===== src/design/sgrd_pkg.sv =====
// ----------------------------------------------------------------------------
// sgrd_pkg
// Shared types, character codes and helpers of the SGR delta encoder.
// ----------------------------------------------------------------------------
`default_nettype none

package sgrd_pkg;

	localparam int S_DATA_W      = 80;
	localparam int M_DATA_W      = 8;
	localparam int QUEUE_DEPTH   = 4;

	// colour kinds
	localparam logic [1:0] KIND_DEFAULT = 2'd0;
	localparam logic [1:0] KIND_INDEXED = 2'd1;
	localparam logic [1:0] KIND_RGB     = 2'd2;

	// characters of a sequence
	localparam logic [7:0] CH_ESC    = 8'h1B;
	localparam logic [7:0] CH_LBRACK = 8'h5B;
	localparam logic [7:0] CH_SEMI   = 8'h3B;
	localparam logic [7:0] CH_M      = 8'h6D;
	localparam logic [7:0] CH_ZERO   = 8'h30;

	// sgr numbers
	localparam logic [7:0] FG_BASE    = 8'd30;
	localparam logic [7:0] BG_BASE    = 8'd40;
	localparam logic [7:0] EXT_OFS    = 8'd8;
	localparam logic [7:0] DEF_OFS    = 8'd9;
	localparam logic [7:0] BRIGHT_OFS = 8'd52;
	localparam logic [7:0] SEL_INDEX  = 8'd5;
	localparam logic [7:0] SEL_RGB    = 8'd2;

	typedef struct packed {
		logic [1:0]  kind;
		logic [7:0]  idx;
		logic [23:0] rgb;
	} colour_t;

	// one sequence to be sent
	typedef struct packed {
		logic        rst;
		logic [7:0]  new_attrs;
		logic        fg_chg;
		colour_t     fg;
		logic        bg_chg;
		colour_t     bg;
	} job_t;

	function automatic logic [1:0] norm_kind(input logic [1:0] k);
		return (k == KIND_INDEXED || k == KIND_RGB) ? k : KIND_DEFAULT;
	endfunction

	function automatic logic colour_same(input colour_t a, input colour_t b);
		logic same;
		same = (a.kind == b.kind);
		if (a.kind == KIND_INDEXED) begin
			same = same && (a.idx == b.idx);
		end else if (a.kind == KIND_RGB) begin
			same = same && (a.rgb == b.rgb);
		end
		return same;
	endfunction

	function automatic logic [7:0] attr_code(input logic [2:0] bit_idx);
		logic [7:0] code;
		case (bit_idx)
			3'd0:    code = 8'd1;
			3'd1:    code = 8'd2;
			3'd2:    code = 8'd3;
			3'd3:    code = 8'd4;
			3'd4:    code = 8'd5;
			3'd5:    code = 8'd7;
			3'd6:    code = 8'd8;
			default: code = 8'd9;
		endcase
		return code;
	endfunction

	// count of numbers a colour takes in the sequence
	function automatic logic [2:0] col_len(input colour_t c);
		logic [2:0] len;
		case (c.kind)
			KIND_INDEXED: len = (c.idx < 8'd16) ? 3'd1 : 3'd3;
			KIND_RGB:     len = 3'd5;
			default:      len = 3'd1;
		endcase
		return len;
	endfunction

	// number at position pos of a colour's part
	function automatic logic [7:0] col_num(input logic [7:0] base, input colour_t c,
		input logic [2:0] pos);
		logic [7:0] num;
		case (c.kind)
			KIND_INDEXED: begin
				if (c.idx < 8'd8) begin
					num = base + c.idx;
				end else if (c.idx < 8'd16) begin
					num = base + BRIGHT_OFS + c.idx;
				end else begin
					case (pos)
						3'd0:    num = base + EXT_OFS;
						3'd1:    num = SEL_INDEX;
						default: num = c.idx;
					endcase
				end
			end
			KIND_RGB: begin
				case (pos)
					3'd0:    num = base + EXT_OFS;
					3'd1:    num = SEL_RGB;
					3'd2:    num = c.rgb[23:16];
					3'd3:    num = c.rgb[15:8];
					default: num = c.rgb[7:0];
				endcase
			end
			default: num = base + DEF_OFS;
		endcase
		return num;
	endfunction

endpackage

`default_nettype wire


===== src/design/sgrd_front.sv =====
// ----------------------------------------------------------------------------
// sgrd_front
// Accepts style items, compares them with the style last sent and queues
// a job for every item that changes the style.
// ----------------------------------------------------------------------------
`default_nettype none

module sgrd_front (
	input  wire logic                          clk,
	input  wire logic                          arst_n,
	input  wire logic                          s_axis_tvalid,
	output logic                               s_axis_tready,
	input  wire logic [sgrd_pkg::S_DATA_W-1:0] s_axis_tdata,
	input  wire logic                          q_full,
	output logic                               q_push,
	output sgrd_pkg::job_t                     q_job
);
	import sgrd_pkg::*;

	logic [7:0] held_attrs_q;
	colour_t    held_fg_q;
	colour_t    held_bg_q;

	logic [7:0] attrs;
	colour_t    fg;
	colour_t    bg;
	logic       accept;
	logic       changed;
	logic       rst;

	always_comb begin
		attrs   = s_axis_tdata[7:0];
		fg.kind = norm_kind(s_axis_tdata[9:8]);
		fg.idx  = s_axis_tdata[17:10];
		fg.rgb  = {s_axis_tdata[25:18], s_axis_tdata[33:26], s_axis_tdata[41:34]};
		bg.kind = norm_kind(s_axis_tdata[43:42]);
		bg.idx  = s_axis_tdata[51:44];
		bg.rgb  = {s_axis_tdata[59:52], s_axis_tdata[67:60], s_axis_tdata[75:68]};

		changed = !((attrs == held_attrs_q) && colour_same(fg, held_fg_q)
			&& colour_same(bg, held_bg_q));
		// dropped attribute or colour back to default needs a full reset
		rst = ((held_attrs_q & ~attrs) != 8'd0)
			|| (held_fg_q.kind != KIND_DEFAULT && fg.kind == KIND_DEFAULT)
			|| (held_bg_q.kind != KIND_DEFAULT && bg.kind == KIND_DEFAULT);

		q_job.rst       = rst;
		q_job.new_attrs = rst ? attrs : (attrs & ~held_attrs_q);
		q_job.fg_chg    = rst ? (fg.kind != KIND_DEFAULT) : !colour_same(fg, held_fg_q);
		q_job.fg        = fg;
		q_job.bg_chg    = rst ? (bg.kind != KIND_DEFAULT) : !colour_same(bg, held_bg_q);
		q_job.bg        = bg;
	end

	assign s_axis_tready = !q_full;
	assign accept        = s_axis_tvalid && s_axis_tready;
	assign q_push        = accept && changed;

	always_ff @(posedge clk or negedge arst_n) begin
		if (!arst_n) begin
			held_attrs_q <= '0;
			held_fg_q    <= '0;
			held_bg_q    <= '0;
		end else if (q_push) begin
			held_attrs_q <= attrs;
			held_fg_q    <= fg;
			held_bg_q    <= bg;
		end
	end

endmodule

`default_nettype wire


===== src/design/sgrd_queue.sv =====
// ----------------------------------------------------------------------------
// sgrd_queue
// Short job queue between the classifying front and the byte sequencer.
// ----------------------------------------------------------------------------
`default_nettype none

module sgrd_queue #(
	parameter int DEPTH = sgrd_pkg::QUEUE_DEPTH
) (
	input  wire logic           clk,
	input  wire logic           arst_n,
	input  wire logic           push,
	input  sgrd_pkg::job_t      push_job,
	output logic                full,
	input  wire logic           pop,
	output logic                pop_valid,
	output sgrd_pkg::job_t      pop_job
);
	import sgrd_pkg::*;

	localparam int PTR_W = (DEPTH > 1) ? $clog2(DEPTH) : 1;
	localparam int CNT_W = $clog2(DEPTH + 1);
	localparam logic [PTR_W-1:0] LAST_PTR = PTR_W'(DEPTH - 1);
	localparam logic [CNT_W-1:0] FULL_CNT = CNT_W'(DEPTH);

	job_t             mem_q [DEPTH];
	logic [PTR_W-1:0] wr_ptr_q;
	logic [PTR_W-1:0] rd_ptr_q;
	logic [CNT_W-1:0] count_q;
	logic             do_pop;

	assign full      = (count_q == FULL_CNT);
	assign pop_valid = (count_q != '0);
	assign pop_job   = mem_q[rd_ptr_q];
	assign do_pop    = pop && pop_valid;

	always_ff @(posedge clk) begin
		if (push) begin
			mem_q[wr_ptr_q] <= push_job;
		end
	end

	always_ff @(posedge clk or negedge arst_n) begin
		if (!arst_n) begin
			wr_ptr_q <= '0;
			rd_ptr_q <= '0;
			count_q  <= '0;
		end else begin
			if (push) begin
				wr_ptr_q <= (wr_ptr_q == LAST_PTR) ? '0 : wr_ptr_q + 1'b1;
			end
			if (do_pop) begin
				rd_ptr_q <= (rd_ptr_q == LAST_PTR) ? '0 : rd_ptr_q + 1'b1;
			end
			if (push && !do_pop) begin
				count_q <= count_q + 1'b1;
			end else if (do_pop && !push) begin
				count_q <= count_q - 1'b1;
			end
		end
	end

endmodule

`default_nettype wire


===== src/design/sgrd_back.sv =====
// ----------------------------------------------------------------------------
// sgrd_back
// Byte sequencer: turns one job into the bytes of an SGR escape sequence,
// one byte per cycle while the receiver is ready, through a registered output stage.
// ----------------------------------------------------------------------------
`default_nettype none

module sgrd_back (
	input  wire logic       clk,
	input  wire logic       arst_n,
	input  wire logic       q_valid,
	input  sgrd_pkg::job_t  q_job,
	output logic            q_pop,
	output logic            m_axis_tvalid,
	input  wire logic       m_axis_tready,
	output logic [7:0]      m_axis_tdata,
	output logic            m_axis_tlast
);
	import sgrd_pkg::*;

	typedef enum logic [4:0] {
		S_IDLE = 5'b00001,
		S_LB   = 5'b00010,
		S_NUM  = 5'b00100,
		S_SEP  = 5'b01000,
		S_M    = 5'b10000
	} state_t;

	state_t     state_q;
	logic       zero_q;
	logic [7:0] mask_q;
	colour_t    fg_q;
	colour_t    bg_q;
	logic [2:0] fg_pos_q;
	logic [2:0] fg_len_q;
	logic [2:0] bg_pos_q;
	logic [2:0] bg_len_q;
	logic [7:0] cur_q;
	logic [1:0] dig_q;
	logic       out_valid_q;
	logic [7:0] out_byte_q;
	logic       out_last_q;

	logic        advance;
	logic [2:0]  low_idx;
	logic        has_next;
	logic [7:0]  next_val;
	logic [1:0]  hund;
	logic [6:0]  rem;
	logic [14:0] tens_prod;
	logic [3:0]  tens;
	logic [3:0]  ones;
	logic [3:0]  digit;
	logic [1:0]  next_dig;

	assign advance = !out_valid_q || m_axis_tready;
	assign q_pop   = advance && (state_q == S_IDLE) && q_valid;

	always_comb begin
		low_idx = 3'd0;
		for (int k = 7; k >= 0; k--) begin
			if (mask_q[k]) begin
				low_idx = 3'(k);
			end
		end

		has_next = zero_q || (mask_q != 8'd0) || (fg_pos_q != fg_len_q)
			|| (bg_pos_q != bg_len_q);
		if (zero_q) begin
			next_val = 8'd0;
		end else if (mask_q != 8'd0) begin
			next_val = attr_code(low_idx);
		end else if (fg_pos_q != fg_len_q) begin
			next_val = col_num(FG_BASE, fg_q, fg_pos_q);
		end else begin
			next_val = col_num(BG_BASE, bg_q, bg_pos_q);
		end
		next_dig = (next_val >= 8'd100) ? 2'd2 : ((next_val >= 8'd10) ? 2'd1 : 2'd0);

		// decimal digits, tens by reciprocal multiply (exact below 100)
		hund      = (cur_q >= 8'd200) ? 2'd2 : ((cur_q >= 8'd100) ? 2'd1 : 2'd0);
		rem       = 7'(cur_q - 8'd100 * {6'd0, hund});
		tens_prod = 15'({8'd0, rem} * 15'd205);
		tens      = tens_prod[14:11];
		ones      = 4'(rem - 7'd10 * {3'd0, tens});
		case (dig_q)
			2'd2:    digit = {2'd0, hund};
			2'd1:    digit = tens;
			default: digit = ones;
		endcase
	end

	always_ff @(posedge clk or negedge arst_n) begin
		if (!arst_n) begin
			state_q     <= S_IDLE;
			zero_q      <= 1'b0;
			mask_q      <= '0;
			fg_q        <= '0;
			bg_q        <= '0;
			fg_pos_q    <= '0;
			fg_len_q    <= '0;
			bg_pos_q    <= '0;
			bg_len_q    <= '0;
			cur_q       <= '0;
			dig_q       <= '0;
			out_valid_q <= 1'b0;
			out_byte_q  <= '0;
			out_last_q  <= 1'b0;
		end else if (advance) begin
			out_valid_q <= 1'b1;
			out_last_q  <= 1'b0;
			case (state_q)
				S_IDLE: begin
					out_byte_q <= CH_ESC;
					if (q_valid) begin
						zero_q   <= q_job.rst;
						mask_q   <= q_job.new_attrs;
						fg_q     <= q_job.fg;
						bg_q     <= q_job.bg;
						fg_pos_q <= '0;
						bg_pos_q <= '0;
						fg_len_q <= q_job.fg_chg ? col_len(q_job.fg) : 3'd0;
						bg_len_q <= q_job.bg_chg ? col_len(q_job.bg) : 3'd0;
						state_q  <= S_LB;
					end else begin
						out_valid_q <= 1'b0;
					end
				end
				S_LB, S_SEP: begin
					out_byte_q <= (state_q == S_LB) ? CH_LBRACK : CH_SEMI;
					if (has_next) begin
						cur_q   <= next_val;
						dig_q   <= next_dig;
						state_q <= S_NUM;
						// consume the number just taken
						if (zero_q) begin
							zero_q <= 1'b0;
						end else if (mask_q != 8'd0) begin
							mask_q <= mask_q & (mask_q - 8'd1);
						end else if (fg_pos_q != fg_len_q) begin
							fg_pos_q <= fg_pos_q + 3'd1;
						end else begin
							bg_pos_q <= bg_pos_q + 3'd1;
						end
					end else begin
						state_q <= S_M;
					end
				end
				S_NUM: begin
					out_byte_q <= CH_ZERO + {4'd0, digit};
					if (dig_q != 2'd0) begin
						dig_q <= dig_q - 2'd1;
					end else begin
						state_q <= has_next ? S_SEP : S_M;
					end
				end
				S_M: begin
					out_byte_q <= CH_M;
					out_last_q <= 1'b1;
					state_q    <= S_IDLE;
				end
				default: begin
					out_valid_q <= 1'b0;
					state_q     <= S_IDLE;
				end
			endcase
		end
	end

	assign m_axis_tvalid = out_valid_q;
	assign m_axis_tdata  = out_byte_q;
	assign m_axis_tlast  = out_last_q;

`ifndef ASSERT_OFF
	// the closing byte is always 'm'
	a_last_is_m: assert property (@(posedge clk) disable iff (!arst_n)
		m_axis_tvalid && m_axis_tlast |-> m_axis_tdata == CH_M)
		else $error("last byte is not m");

	// bytes of one sequence follow without gaps
	a_no_gap: assert property (@(posedge clk) disable iff (!arst_n)
		m_axis_tvalid && m_axis_tready && !m_axis_tlast |=> m_axis_tvalid)
		else $error("gap inside a sequence");

	// escape is followed by the bracket
	a_esc_bracket: assert property (@(posedge clk) disable iff (!arst_n)
		m_axis_tvalid && m_axis_tready && m_axis_tdata == CH_ESC
		|=> m_axis_tvalid && m_axis_tdata == CH_LBRACK)
		else $error("escape not followed by bracket");
`endif

endmodule

`default_nettype wire


===== src/design/sgr_delta_encoder.sv =====
// ----------------------------------------------------------------------------
// sgr_delta_encoder
// Emits the ANSI SGR escape sequence that moves the terminal from the style
// last sent to the wanted style.
// ----------------------------------------------------------------------------
// usage:
//   input stream s_axis_*: one wanted style per item, taken when tvalid and
//   tready are both high. an item equal to the style last sent gives no bytes.
//   output stream m_axis_*: one byte of the sequence per item, tlast on the
//   closing 'm'.
//   a front stage compares each item with the held style and queues a job;
//   a byte sequencer drains the queue at one byte per cycle while the
//   receiver is ready, through an output register, so input and output
//   stall independently. an item taken is first written to the job queue;
//   an idle sequencer then takes the job and registers the ESC byte.
//   a changing item gives 4 to 52 bytes; the ESC of a job already queued
//   follows the closing 'm' with no gap.
//   the input keeps taking items until the job queue (QUEUE_DEPTH) is full.
//   a stalled receiver holds the current byte and, once the queue fills,
//   the input.
//   reset: held style is cleared (no attributes, default colours), queue
//   and sequencer empty; the block is ready as soon as reset is released.
// ----------------------------------------------------------------------------
`default_nettype none

module sgr_delta_encoder #(
	parameter int QUEUE_DEPTH = sgrd_pkg::QUEUE_DEPTH
) (
	input  wire logic                          clk,
	input  wire logic                          arst_n,
	input  wire logic                          s_axis_tvalid,
	output logic                               s_axis_tready,
	// attrs, fg_kind, fg_index, fg_red, fg_green, fg_blue,
	// bg_kind, bg_index, bg_red, bg_green, bg_blue, zero fill
	input  wire logic [sgrd_pkg::S_DATA_W-1:0] s_axis_tdata,
	output logic                               m_axis_tvalid,
	input  wire logic                          m_axis_tready,
	// out_byte
	output logic [sgrd_pkg::M_DATA_W-1:0]      m_axis_tdata,
	output logic                               m_axis_tlast
);
	import sgrd_pkg::*;

	logic q_full;
	logic q_push;
	job_t push_job;
	logic q_pop;
	logic q_valid;
	job_t pop_job;

	sgrd_front u_front (
		.clk          (clk),
		.arst_n       (arst_n),
		.s_axis_tvalid(s_axis_tvalid),
		.s_axis_tready(s_axis_tready),
		.s_axis_tdata (s_axis_tdata),
		.q_full       (q_full),
		.q_push       (q_push),
		.q_job        (push_job)
	);

	sgrd_queue #(
		.DEPTH(QUEUE_DEPTH)
	) u_queue (
		.clk      (clk),
		.arst_n   (arst_n),
		.push     (q_push),
		.push_job (push_job),
		.full     (q_full),
		.pop      (q_pop),
		.pop_valid(q_valid),
		.pop_job  (pop_job)
	);

	sgrd_back u_back (
		.clk          (clk),
		.arst_n       (arst_n),
		.q_valid      (q_valid),
		.q_job        (pop_job),
		.q_pop        (q_pop),
		.m_axis_tvalid(m_axis_tvalid),
		.m_axis_tready(m_axis_tready),
		.m_axis_tdata (m_axis_tdata),
		.m_axis_tlast (m_axis_tlast)
	);

endmodule

`default_nettype wire

===== config.mk =====
export PLATFORM = sky130hd
export DESIGN_NAME = sgr_delta_encoder
export DESIGN_NICKNAME = d
export VERILOG_FILES = /design/src/design/sgrd_pkg.sv /design/src/design/sgrd_front.sv /design/src/design/sgrd_queue.sv /design/src/design/sgrd_back.sv /design/src/design/sgr_delta_encoder.sv
export SDC_FILE = /design/constraint.sdc
export NUM_CORES = 1
export LEC_CHECK = 0
export BUFFER_PORTS_ARGS = -buffer_cell sky130_fd_sc_hd__buf_4
export CORE_ASPECT_RATIO = 1.5
export CORE_UTILIZATION = 55
export DETAILED_ROUTE_END_ITERATION = 10
export PLACE_DENSITY = 0.8
export SYNTH_ARGS = -nofsm -noshare
export SYNTH_HDL_FRONTEND = slang
export SYNTH_SLANG_ARGS = --single-unit

===== constraint.sdc =====
create_clock -name clk -period 5.55 [get_ports clk]
set_clock_uncertainty 0.1 [all_clocks]
set_input_delay 1.11 -clock clk [delete_from_list [all_inputs] [get_ports clk]]
set_output_delay 1.11 -clock clk [all_outputs]
set_load 0.05 [all_outputs]

# ---- Word-level counts from Yosys, hierarchy flattened
# Memory sizes are Yosys's and may differ from the RTL's.
# Cells that the tools add are included.
dict set report word_totals {
  ff_bits 197
  ram_bits 316
  in_bits 84
  elab_cells 256
  mem_count 1
}
# memory words width read_ports rd_clocked_by_memory_dff wr line_no
set mem_list {}
lappend mem_list {u_queue.mem_q 4 79 1 0 1 sgrd_queue.sv:26} ;# job_t mem_q [DEPTH];
dict set report op_classes {
  addsub 15
  n_mul 3
  magnitude_cmp 10
  eq_ne 56
  n_mux 80
  bitwise_logic 5
  n_reduce_logical 58
}
# operator n
set ops {}
lappend ops {{$mux W8} 12}
lappend ops {{$pmux W8 S4} 3}
lappend ops {{$pmux W8 S2} 5}
lappend ops {{$mux W3} 21}
lappend ops {{$eq A24 B24 Y1} 2}
lappend ops {{$lt A8 B5 Y1 const B} 4}
lappend ops {{$pmux W4 S7} 1}
lappend ops {{$and A8 B8 Y8} 3}
lappend ops {{$eq A8 B8 Y1} 3}
lappend ops {{$pmux W3 S2} 4}
lappend ops {{$eq A2 B2 Y1 const B} 11}
lappend ops {{$mux W2} 10}
lappend ops {{$mux W5} 4}
lappend ops {{$eq A2 B1 Y1 const B} 9}
lappend ops {{$eq A3 B2 Y1 const B} 6}
lappend ops {{$add A7 B8 Y8 const A} 2}
lappend ops {{$ge A8 B7 Y1 const B} 2}
lappend ops {{$lt A8 B4 Y1 const B} 2}
lappend ops {{$not A8 Y8} 2}
lappend ops {{$reduce_bool A2 Y1} 8}
lappend ops {{$reduce_bool A8 Y1} 2}
lappend ops {{$logic_and A1 B1 Y1} 15}
lappend ops {{$mul A7 B8 Y15 const B} 1}
lappend ops {{$pmux W5 S3} 1}
lappend ops {{other kinds (43)} 94}

# ---- Longest topological paths before layout
# Gate-level depths: netlist (run 1).
dict set report depth {
  ltp_word 17
  ltp_mapped 26
  ltp_nobuf 26
}

# ---- Modules after synthesis
# Synthesis (run 1) repeated with hierarchy kept, for this count alone.
dict set report unflattened {
  hier_cells 1681
  hier_area_um2 23800.3
}
# module n_inst cells_per_inst area_each_um2 seq_area_each_um2
set by_module_without_submodules {}
lappend by_module_without_submodules {sgrd_queue 1 450 11896.4 9664.3}
lappend by_module_without_submodules {sgrd_back 1 844 7300.8 2829.0}
lappend by_module_without_submodules {sgrd_front 1 387 4603.2 1901.8}

# ---- Least setup slack after synthesis (run 1)
# Ideal clock, no wire load.
dict set report synth_path {
  kind {reg-to-reg}
  startpoint {reg u_back.cur_q[4]}
  endpoint {reg u_back.out_byte_q[3], in the netlist u_back.m_axis_tdata[3]}
  arrival_time_ns 5.615
  required_ns 5.322
  path_slack_ns -0.294
  stages_incl_launch_ff 25
  n_path_buf 0
  period_less_slack_ns 5.844
  path_cell_list {dfrtp_1 > or3_1 > nand3_1 > o21ai_0 > ha_1 > fa_1 > xor2_1 > ha_1 > fa_1 > ha_1 > inv_1 > fa_1 > inv_1 > ha_1 > a211o_1 > a21oi_1 > a21oi_1 > nor2_1 > xnor2_1 > ha_1 > fa_1 > xnor2_1 > xnor2_1 > xor2_1 > o22ai_1}
}
dict set report synth_between {
  elab_chain_cells 11
  word_cells_on_any_way 12
}
# element line_no
set synth_rtl {}
lappend synth_rtl {{start, declared} sgrd_back.sv:38} ;# logic [7:0] cur_q;
lappend synth_rtl {{start signal, assigned} sgrd_back.sv:132} ;# cur_q <= next_val;
lappend synth_rtl {{$ge A8 B7 Y1} sgrd_back.sv:81} ;# hund = (cur_q >= 8'd200) ? 2'd2 : ((cur_q >= 8'd100) ? 2'd1 : 2'd0);
lappend synth_rtl {{$mux W1} sgrd_back.sv:81}
lappend synth_rtl {{$mux W2} sgrd_back.sv:81}
lappend synth_rtl {{$mul A5 B2 Y5} sgrd_back.sv:82} ;# rem = 7'(cur_q - 8'd100 * {6'd0, hund});
lappend synth_rtl {{$sub A7 B7 Y7} sgrd_back.sv:82}
lappend synth_rtl {{$mul A7 B8 Y15} sgrd_back.sv:83} ;# tens_prod = 15'({8'd0, rem} * 15'd205);
lappend synth_rtl {{$mul A3 B4 Y3} sgrd_back.sv:85} ;# ones = 4'(rem - 7'd10 * {3'd0, tens});
lappend synth_rtl {{$sub A4 B4 Y4} sgrd_back.sv:85}
lappend synth_rtl {{$pmux W4 S2 (*)} sgrd_back.sv:86} ;# case (dig_q)
lappend synth_rtl {{$add A6 B4 Y7 (*)} sgrd_back.sv:150} ;# out_byte_q <= CH_ZERO + {4'd0, digit};
lappend synth_rtl {{$pmux W8 S4 (*)} sgrd_back.sv:112} ;# case (state_q)
lappend synth_rtl {{end signal, assigned} sgrd_back.sv:130} ;# out_byte_q <= (state_q == S_LB) ? CH_LBRACK : CH_SEMI;
lappend synth_rtl {{end signal, assigned} sgrd_back.sv:150}
lappend synth_rtl {{end, declared} sgrd_back.sv:41} ;# logic [7:0] out_byte_q;
# Mark *: on every way between the ends. The rest lies on a longest branch, timed or not. The select of a mux whose other input is x is not followed.
# A chain may end at the register's enable or synchronous reset.

# ---- Worst setup path after layout (run 1)
dict set report layout_path {
  startpoint {reg u_back.cur_q[3]}
  endpoint {reg u_back.out_byte_q[2], in the netlist u_back.m_axis_tdata[2]}
}
# The elaborated chain is that of the path after synthesis.

==> qor.yml, run 1 <==
outcome:
  outcome: "finished, violations left"
  violations: "negative setup slack"
clock_tree:
  cts_buffers: 46
  clk-insertion-delay-late_ns: 0.57
  clockRootBuffer: "clkbuf_16"
  clock-sinks: 512
  cts_tree: "yes"
  htree_levels: 2
  clock_path_buffers: 3
  clk_pin_slew_ns: 0.07
  cts_hold_buf: 0
critical_path:
  r2r.worst_path.cells: 25
  cp.required_ns: 5.86
  r2r-start: "u_back.cur_q[3]"
  crit_buf_inv: 2
  critical_path.max_fanout: 3
  crit_path_end_kind: "flop"
  critPathLaunch: "u_back.cur_q[3]"
  crit_arrival_ns: 5.95
  path_class: "flop to flop"
  critPathMaxStageDelay_ns: 0.52
  cp-start-kind: "flop"
  critPathSlowestCell: "fa_2"
  cp.depth: 25
  crit_family: "adder cells"
synth:
  syn_area_sq_um: 22900
  synthDistinctLibCells: 68
  yosysTopAreaCellShare: 0.414
  synth_edf_count: 316
  synthTopCellsByArea: "edfxtp_1, dfrtp_1, mux4_2"
  syn_inst: 1606
  ys_async_sr_fraction: 0.383
  ys_seq_elements: 512
  yosysSeqAreaShare: 0.628
  avgSynthCellArea_sq_um: 14.3
  synth_nets: 1790
  ys_warn_count: 0
  yosysTopAreaCell: "edfxtp_1"
  synthFlopType: "edfxtp_1"
die:
  dieHeight_microns: 252
  rows: 91
  die-area_sq_um: 42500
  design.core.area_sq_um: 41100
  initial_core_util: 0.557
  fp.dieW_microns: 169
  ioPinCount: 95
min_path:
  holdPathStages: 2
  hold_class: "flop to flop"
  holdCritStartpoint: "u_back.bg_q[19]"
detailed_routing:
  drc_errors: 0
  dr.first_iter.drc_count: 1222
  viasPerCell: 5.83
  wl_per_cell_microns: 21.1
  dr_total_vias: 13600
  first_pass_iters: 7
  drtAntennaViolNets: 0
  wl_microns: 49200
pwr:
  p_total_mw: 14.1
  ir_drop_mv: 0.357
  p_leak_nw: 10.4
  p_per_area_nw_per_um2: 538
sta:
  finalCritPeriodShare: 1.02
  tightest_slew_ns: 1.04
  hold_violations: 0
  setup_violations: 2
  timing.hold.ws_ns: 0.383
  setup_slack_ns: -0.0943
  max_freq_mhz: 177
  finalMaxSlewViolations: 0
  period_needed_ns: 5.64
  rsz0062_at_grt: "yes"
  max_slew_margin: 0.309
placement:
  gp_congestion: 0.912
  detailed_place_hpwl_microns: 32200
  io_buffers: 89
  place_ws_ns: -0.500
global_routing:
  antenna_found_initial: 0
  grt_usage: 0.240
  grt_max_degree: 108
  gr-total-overflow: 0
  grt_pass1_wl_microns: 77800
  grt_pass1_vias: 14400
flow_run:
  drv_cap: 0
finish:
  finalNetCount: 1922
  antenna_cells: 0
  drive_above_1_share: 0.203
  n_fill_cell: 2800
  syn_to_final_growth_pct: 14.7
-- area by class of cell --
cell class              count  area [sq um]  area share
clock buffers              58          1230      0.0467
inverters                  78           293      0.0111
repair buffers            142          1160      0.0441
well taps                 558           698      0.0266
multi-input cells         958          8190       0.311
clock inverters            28           319      0.0121
flip-flops and latches    512         14400       0.548
-- cell families (layout without fill, tap and decap cells) --
kind of cell / count (synthesis) / after routing / synth area share
DFF: 512 / 512 / 0.628
and+or+nand+nor: 411 / 411 / 0.0796
AOI/OAI and AO/OA: 184 / 184 / 0.0537
muxes: 171 / 171 / 0.122
buffers and inverters: 136 / 306 / 0.0231
adders and majority gates: 100 / 100 / 0.0582
xor gates and xnor gates: 91 / 91 / 0.0348
other: 1 / 1 / 0.000164
-- cell usage after synthesis, types with 12 or more instances --
| master | n |
|---|---|
| a21oi_1 | 31 |
| buf_2 | 12 |
| clkbuf_1 | 38 |
| dfrtp_1 | 195 |
| edfxtp_1 | 316 |
| ha_1 | 89 |
| inv_1 | 77 |
| mux2_1 | 67 |
| mux2_2 | 14 |
| mux4_2 | 79 |
| nand2_1 | 262 |
| nand3_1 | 15 |
| nand4_1 | 19 |
| nor2_1 | 41 |
| nor4_1 | 12 |
| o21ai_0 | 56 |
| xnor2_1 | 56 |
| xor2_1 | 35 |
-- sequential cells by signal, indices dropped and copies added (netlist names), 2 cells and up --
| register | flops |
|---|---|
| u_back.dig_q | 2 |
| u_queue.wr_ptr_q | 2 |
| u_back.bg_pos_q | 3 |
| u_queue.count_q | 3 |
| u_front.held_attrs_q | 8 |
| u_back.state_q | 5 |
| u_front.held_bg_q | 34 |
| u_back.m_axis_tdata | 7 |
| u_back.mask_q | 8 |
| u_back.cur_q | 8 |
| u_back.fg_q | 34 |
| u_back.fg_pos_q | 3 |
| u_front.held_fg_q | 34 |
| u_back.bg_q | 34 |
| u_queue.rd_ptr_q | 2 |
| u_back.bg_len_q | 3 |
| u_back.fg_len_q | 3 |
| u_queue.mem_q | 316 |
-- through the flow --
stage	instances	instance area, sq um	util	setup TNS [ns]
after global routing	2334	26300	0.639	-0.846
after CTS	2333	26200	0.639	-0.320
final	2334	26300	0.639	-0.151
after global placement	2245	24600	0.598	-0.883
after floorplan	1606	23000	-	-0.315
after detailed placement	2245	24600	0.598	-1.11
-- timing repair --
item,in CTS,in global routing
setup endpoints to repair,3,4
setup buffers,2,1
pin swaps,23,2
gates resized for setup,17,6
-- worst register-to-register path: stages, from the launching register on --
cell and delay (ns):
dfrtp_1 0.37, or3_4 0.40, nand3_2 0.07, o21ai_2 0.06, ha_2 0.19, fa_2 0.37
nand2b_1 0.10, a21oi_2 0.07, xnor2_2 0.23, ha_4 0.17, fa_1 0.41, ha_1 0.28
inv_1 0.04, fa_1 0.49, inv_2 0.05, ha_4 0.21, a211o_1 0.30, a21oi_2 0.16
a21oi_1 0.10, nor2_2 0.13, xnor2_2 0.10, ha_2 0.19, fa_2 0.52, nor2_1 0.04
a221oi_1 0.26, o22ai_1 0.10
-- per-layer routing --
layer	vias to the layer above	GRT usage	wire length (microns)
met5	-	0	0
met4	0	0.119	2240
met3	129	0.0282	2030
met2	400	0.439	26800
met1	6908	0.277	18200
li1	6177	-	-
-- report_power, final --
part,leakage [nW],switching (mW),internal (mW)
registers,5.28,0.728,5.15
logic,4.32,2.81,2.22
clock network,0.754,1.38,1.86
-- cell usage in the layout (no fill, tap or decap), drive strengths merged, types with 5 or more instances in the layout --
master    n
fa       11
nand2   262
nor3     12
and3      9
edfxtp  316
or3       6
nor4     15
buf     141
inv      80
xor2     35
xnor2    56
o31ai     6
and2      6
clkinv   17
nor2b     6
mux4     79
o21ai    56
ha       89
a22o      6
o21a      5
clkbuf   59
nand3    15
a211oi    8
nor2     41
dfrtp   195
mux2     81
nand4    19
a31oi     6
a21oi    33
nand2b    9
a211o     7
a221o     6
o211ai    5
mux2i    11
bufinv    6
-- worst paths after layout --
path	end	slack (ns)
setup reg to reg	u_back.m_axis_tdata[2]	-0.09
hold / removal	u_back.bg_q[19]	0.38
hold reg to reg	u_back.bg_q[19]	0.38
max in group asynchronous	u_back.bg_q[0]	3.54
setup / recovery	u_back.m_axis_tdata[2]	-0.09
min in group asynchronous	u_front.held_fg_q[27]	0.58
(Power assumes the default switching activity.)
==> run 2: changes to the inputs <==
--- a/config.mk
+++ b/config.mk
@@ -10,6 +10,7 @@
 export CORE_UTILIZATION = 55
 export DETAILED_ROUTE_END_ITERATION = 10
 export PLACE_DENSITY = 0.8
+export RECOVER_POWER = 100
 export SYNTH_ARGS = -nofsm -noshare
 export SYNTH_HDL_FRONTEND = slang
 export SYNTH_SLANG_ARGS = --single-unit
==> run 2 against run 1 <==
  * The run ends with max-capacitance violations, max-slew violations, negative setup slack left
  * Via count increased by 0.16%
  * Critical endpoint unchanged
  * Sequential power about the same
  * Wire length about the same
  * Core utilization decreased by 1.1 points
  * Sequential share of layout area increased by 0.98 points
  * Count of clock-buffer cells in the layout unchanged
  * Register-to-register slack about the same
  * Highest routed layer unchanged
  * Die area unchanged
  * Non-clock buffer count unchanged
  * Clock power about the same
==> qor.yml, run 2 (synthesis results as in run 1) <==
outcome:
  outcome: "finished, violations left"
  violations: "max-capacitance violations, max-slew violations, negative setup slack"
detailed_routing:
  wl_per_cell_microns: 21.1
  drtAntennaViolNets: 0
  dr.first_iter.drc_count: 1262
  dr_total_vias: 13600
  drc_errors: 0
  viasPerCell: 5.84
  first_pass_iters: 6
  wl_microns: 49200
clock_tree:
  clk_pin_slew_ns: 0.06
  cts_buffers: 46
  clockRootBuffer: "clkbuf_16"
  cts_hold_buf: 0
  clk-insertion-delay-late_ns: 0.57
  clock-sinks: 512
  htree_levels: 2
  clock_path_buffers: 3
  cts_tree: "yes"
sta:
  period_needed_ns: 5.65
  finalCritPeriodShare: 1.02
  finalMaxSlewViolations: 287
  max_slew_margin: -0.880
  max_freq_mhz: 177
  setup_slack_ns: -0.0951
  rsz0062_at_grt: "yes"
  hold_violations: 0
  setup_violations: 2
  tightest_slew_ns: 2.82
critical_path:
  critical_path.max_fanout: 3
  path_class: "flop to flop"
  crit_path_end_kind: "flop"
  crit_arrival_ns: 5.95
  cp-start-kind: "flop"
  r2r.worst_path.cells: 25
  cp.required_ns: 5.86
die:
  dieHeight_microns: 252
  ioPinCount: 95
  rows: 91
  initial_core_util: 0.557
  fp.dieW_microns: 169
  die-area_sq_um: 42500
  design.core.area_sq_um: 41100
finish:
  multi_input_area_sq_um: 8160
  drive_above_1_share: 0.148
  area.sequential_sq_um: 14400
  largest_register_ffs: 316
  largest-register: "u_queue.mem_q"
  post-route-util: 0.628
  finalNonFillerCells: 2334
  n_fill_cell: 2944
  finalNetCount: 1922
  syn_to_final_growth_pct: 12.7
  layout_common_cells: "edfxtp_1, nand2_1, dfrtp_1"
  antenna_cells: 0
  final_area_sq_um: 25800
  final_common_cell: "edfxtp_1"
pwr:
  p_per_area_nw_per_um2: 543
  ir_drop_mv: 0.358
  p_leak_nw: 10.0
  p_total_mw: 14.0
global_routing:
  grt_pass1_vias: 14400
  grt_usage: 0.240
  antenna_found_initial: 0
  gr-total-overflow: 0
  grt_max_degree: 108
  grt_pass1_wl_microns: 77800
placement:
  detailed_place_hpwl_microns: 32200
  place_inst: 2245
  io_buffers: 89
  placed_area_sq_um: 24600
  gp_congestion: 0.912
min_path:
  holdPathStages: 2
  hold_class: "flop to flop"
flow_run:
  drv_cap: 4
==> run 2: changes by cell type in the layout (fill, tap and decap cells not counted), moves of 7 or more <==
cell and change:
clkbuf_4 +7, buf_12 -7, buf_4 -92, clkbuf_2 +10
mux2_1 +8, mux2_2 -8, clkbuf_1 +83
==> run 2: per-stage QoR <==
stage | TNS (ns) | worst slack, ns | hold slack (ns)
after floorplan | -0.315 | -0.175 | 0.337
after global placement | -0.883 | -0.394 | 0.355
after detailed placement | -1.11 | -0.500 | 0.362
after CTS | -0.320 | -0.176 | 0.384
after global routing | -1.44 | -0.335 | 0.404
final | -0.151 | -0.0951 | 0.380
==> run 2: cell type report <==
cell class	instances	share of cell area
clock buffer	58	0.0475
clock inverter	28	0.0124
inverter	78	0.0113
multi-input combinational	958	0.316
sequential	512	0.558
tap	558	0.0270
timing repair buffer	142	0.0282
==> run 2: worst paths after layout <==
kind	slack, ns	endpoint	startpoint
worst max register to register	-0.1	u_back.m_axis_tdata[2]	u_back.cur_q[3]
min in group asynchronous	1.33	u_queue.count_q[0]	arst_n
worst min-delay path	0.38	u_back.m_axis_tlast	u_back.m_axis_tlast
worst max-delay path	-0.1	u_back.m_axis_tdata[2]	u_back.cur_q[3]
worst min register to register	0.38	u_back.m_axis_tlast	u_back.m_axis_tlast
max in group asynchronous	1.57	u_back.bg_q[0]	arst_n
==> run 2: repair_timing <==
item | 4_1_cts | 5_1_grt
resized for setup | 17 | 6
buffers inserted | 2 | 1
endpoints found under the setup margin | 3 | 4
pin swaps | 23 | 2
==> run 2: routing by layer <==
metal	GRT usage	share of wire
met3	0.0282	0.046
met4	0.119	0.051
met5	0	0
met2	0.439	0.54
met1	0.277	0.36
==> run 2: power by group <==
group	switching, mW	internal (mW)	leakage [nW]
Combinational	2.79	2.12	3.97
Clock	1.37	1.86	0.754
Sequential	0.725	5.16	5.28
Total	4.89	9.14	10.0
==> run 2: critical path, cell delays in order (launching register included) <==
cell and delay [ns]:
dfrtp_1 0.37, or3_4 0.40, nand3_2 0.07, o21ai_2 0.06, ha_2 0.19, fa_2 0.37, nand2b_1 0.10, a21oi_2 0.07
xnor2_2 0.23, ha_4 0.17, fa_1 0.41, ha_1 0.28, inv_1 0.04, fa_1 0.49, inv_2 0.05, ha_4 0.21
a211o_1 0.30, a21oi_2 0.16, a21oi_1 0.10, nor2_2 0.13, xnor2_2 0.10, ha_2 0.19, fa_2 0.52, nor2_1 0.04
a221oi_1 0.26, o22ai_1 0.10
==> run 3: changes to the inputs <==
--- a/config.mk
+++ b/config.mk
@@ -5,6 +5,7 @@
 export SDC_FILE = /design/constraint.sdc
 export NUM_CORES = 1
 export LEC_CHECK = 0
+export ABC_AREA = 1
 export BUFFER_PORTS_ARGS = -buffer_cell sky130_fd_sc_hd__buf_4
 export CORE_ASPECT_RATIO = 1.5
 export CORE_UTILIZATION = 55
==> run 3 against run 2 <==
  * The flow still finishes with violations (max-capacitance violations, max-slew violations, negative setup slack)
  * Register-to-register slack got worse by 0.04 ns
  * Wire length increased by 12%
  * Fmax decreased by 0.75%
  * Setup slack got worse by 0.043 ns
  * Synthesized cell count increased by 45%
  * Via count increased by 25%
  * Non-clock buffer count increased by 5
  * Global-route usage increased by 1.6 points
  * Flip-flop and latch count unchanged
  * Cell count increased by 30%
  * Clock power about the same
  * Largest cell class unchanged
==> qor.yml, run 3 <==
sta:
  max_slew_margin: -1.07
  setup_violations: 1
  hold_violations: 0
  max_freq_mhz: 176
  rsz0062_at_grt: "yes"
  tightest_slew_ns: 3.11
  finalCritPeriodShare: 1.02
  setup_slack_ns: -0.138
  finalMaxSlewViolations: 607
  period_needed_ns: 5.69
global_routing:
  grt_pass1_vias: 17500
  grt_usage: 0.256
  grt_pass1_wl_microns: 88200
  grt_max_degree: 111
  antenna_found_initial: 5
  gr-total-overflow: 0
synth:
  syn_area_sq_um: 23700
  yosysTopAreaCell: "edfxtp_1"
  avgSynthCellArea_sq_um: 10.2
  yosysTopAreaCellShare: 0.400
  yosysMostFrequentCell: "nand2_1"
  yosysSeqAreaShare: 0.606
  ys_warn_count: 0
  syn_inst: 2329
  synthTopCellsByArea: "edfxtp_1, dfrtp_1, nand2_1"
  synth_nets: 2513
  ys_async_sr_fraction: 0.383
  synth_edf_count: 316
  synthFlopType: "edfxtp_1"
  synth_common_cells: "nand2_1, edfxtp_1, nor2_1"
  ys_seq_elements: 512
  synthDistinctLibCells: 60
critical_path:
  critical_path.max_fanout: 3
  critPathSlowestCell: "fa_1"
  cp-start-kind: "flop"
  cp.required_ns: 5.90
  reg2reg_slack_ns: -0.14
  crit_path_end_kind: "flop"
  cp-endpoint: "u_back.m_axis_tdata[3]"
  critPathMaxStageDelay_ns: 0.50
  critPathLaunch: "u_back.cur_q[2]"
  r2r.worst_path.cells: 39
  path_class: "flop to flop"
  reg2reg_to: "u_back.m_axis_tdata[3]"
  crit_arrival_ns: 6.04
  cpMostUsedCell: "nand2_1"
  r2r-start: "u_back.cur_q[2]"
clock_tree:
  cts_tree: "yes"
  cts_hold_buf: 0
  clock_path_buffers: 3
  clock-sinks: 512
  clk-insertion-delay-late_ns: 0.57
  clk_pin_slew_ns: 0.06
  htree_levels: 2
  clockRootBuffer: "clkbuf_16"
  cts_buffers: 47
finish:
  final_area_sq_um: 26600
  layout_common_cells: "nand2_1, edfxtp_1, o21ai_0"
  finalNonFillerCells: 3036
  finalNetCount: 2613
  post-route-util: 0.629
  n_fill_cell: 3323
  syn_to_final_growth_pct: 11.8
  largest-register: "u_queue.mem_q"
  final_common_cell: "nand2_1"
  drive_above_1_share: 0.0904
  largest_register_ffs: 316
placement:
  place_inst: 2932
  placed_area_sq_um: 25100
  place_ws_ns: -0.449
  detailed_place_hpwl_microns: 35500
  gp_congestion: 0.866
  io_buffers: 89
die:
  ioPinCount: 95
  fp.dieW_microns: 172
  initial_core_util: 0.562
  dieHeight_microns: 256
  rows: 92
  design.core.area_sq_um: 42200
  die-area_sq_um: 44000
detailed_routing:
  drc_errors: 0
  wl_per_cell_microns: 18.2
  first_pass_iters: 8
  dr.first_iter.drc_count: 1388
  dr_total_vias: 17100
  viasPerCell: 5.62
  wl_microns: 55100
  drtAntennaViolNets: 0
pwr:
  ir_drop_mv: 0.458
  p_per_area_nw_per_um2: 650
  p_leak_nw: 11.1
outcome:
  violations: "max-capacitance violations, max-slew violations, negative setup slack"
  outcome: "finished, violations left"
min_path:
  hold_class: "flop to flop"
flow_run:
  drv_cap: 11
## run 3: kinds of logic (layout without fill, tap and decap cells)
family / Yosys count / count (layout) / synth area share
compound gates: 392 / 392 / 0.0938
xor+xnor: 70 / 70 / 0.0258
fa+ha+maj: 100 / 100 / 0.0562
buf+inv: 262 / 401 / 0.0464
flops: 512 / 512 / 0.606
mux: 5 / 5 / 0.00216
other cells: 1 / 5 / 0.000158
simple gates: 987 / 987 / 0.169
## run 3: worst min path at each step
stage                           start                endpoint  cells after the start
3_3_place_gp          u_back.bg_q[13]         u_back.bg_q[13]                      2
3_5_place_dp          u_back.bg_q[13]         u_back.bg_q[13]                      2
2_1_floorplan         u_back.fg_q[24]         u_back.fg_q[24]                      2
6_report       u_back.m_axis_tdata[2]  u_back.m_axis_tdata[2]                      2
4_1_cts               u_back.bg_q[13]         u_back.bg_q[13]                      2
5_1_grt               u_back.bg_q[13]         u_back.bg_q[13]                      2
## run 3: stage by stage
step | total power [mW] | hold WS (ns) | setup TNS (ns)
finish | 17.3 | 0.372 | -0.138
global route | 18.5 | 0.392 | -0.525
CTS | 17.1 | 0.375 | -0.120
detailed placement | 13.2 | 0.358 | -0.629
global placement | 12.9 | 0.357 | -0.337
floorplan | 10.8 | 0.336 | 0
## run 3: final cells by class
| type | instances | area [sq um] | area share |
|---|---|---|---|
| Timing Repair Buffer | 147 | 782 | 0.0294 |
| Clock buffer | 67 | 1330 | 0.0502 |
| Multi-Input combinational cell | 1555 | 8480 | 0.319 |
| Sequential cell | 512 | 14400 | 0.542 |
| Tap cell | 564 | 706 | 0.0266 |
| Clock inverter | 21 | 225 | 0.00848 |
| Inverter | 166 | 627 | 0.0236 |
| Antenna cell | 4 | 10.0 | 0.000377 |
## run 3: per-layer routing
layer,track usage,wire length (microns)
met1,0.288,20600
met2,0.470,29400
met3,0.0377,3060
met4,0.118,2030
met5,0,13
## run 3: repair_timing
action	in CTS	in global routing
setup endpoints to repair	2	2
gates cloned	0	0
buffers inserted	8	4
resized for setup	25	18
pin swaps	24	16
## run 3: power breakdown
| part | internal, mW | switching (mW) |
|---|---|---|
| clock | 1.87 | 1.38 |
| sequential | 5.18 | 0.581 |
| combinational | 3.23 | 5.03 |
## run 3: worst max-delay path, delay by kind of cell (launching register included)
| kind | cells | cell delay, ns |
|---|---|---|
| adder cells (fa/ha/maj) | 8 | 2.40 |
| buffers and inverters | 10 | 0.69 |
| AND/OR/NAND/NOR | 15 | 1.02 |
| AO/OA/AOI/OAI | 3 | 0.56 |
| XOR/XNOR | 3 | 0.45 |
| flip-flops | 1 | 0.36 |
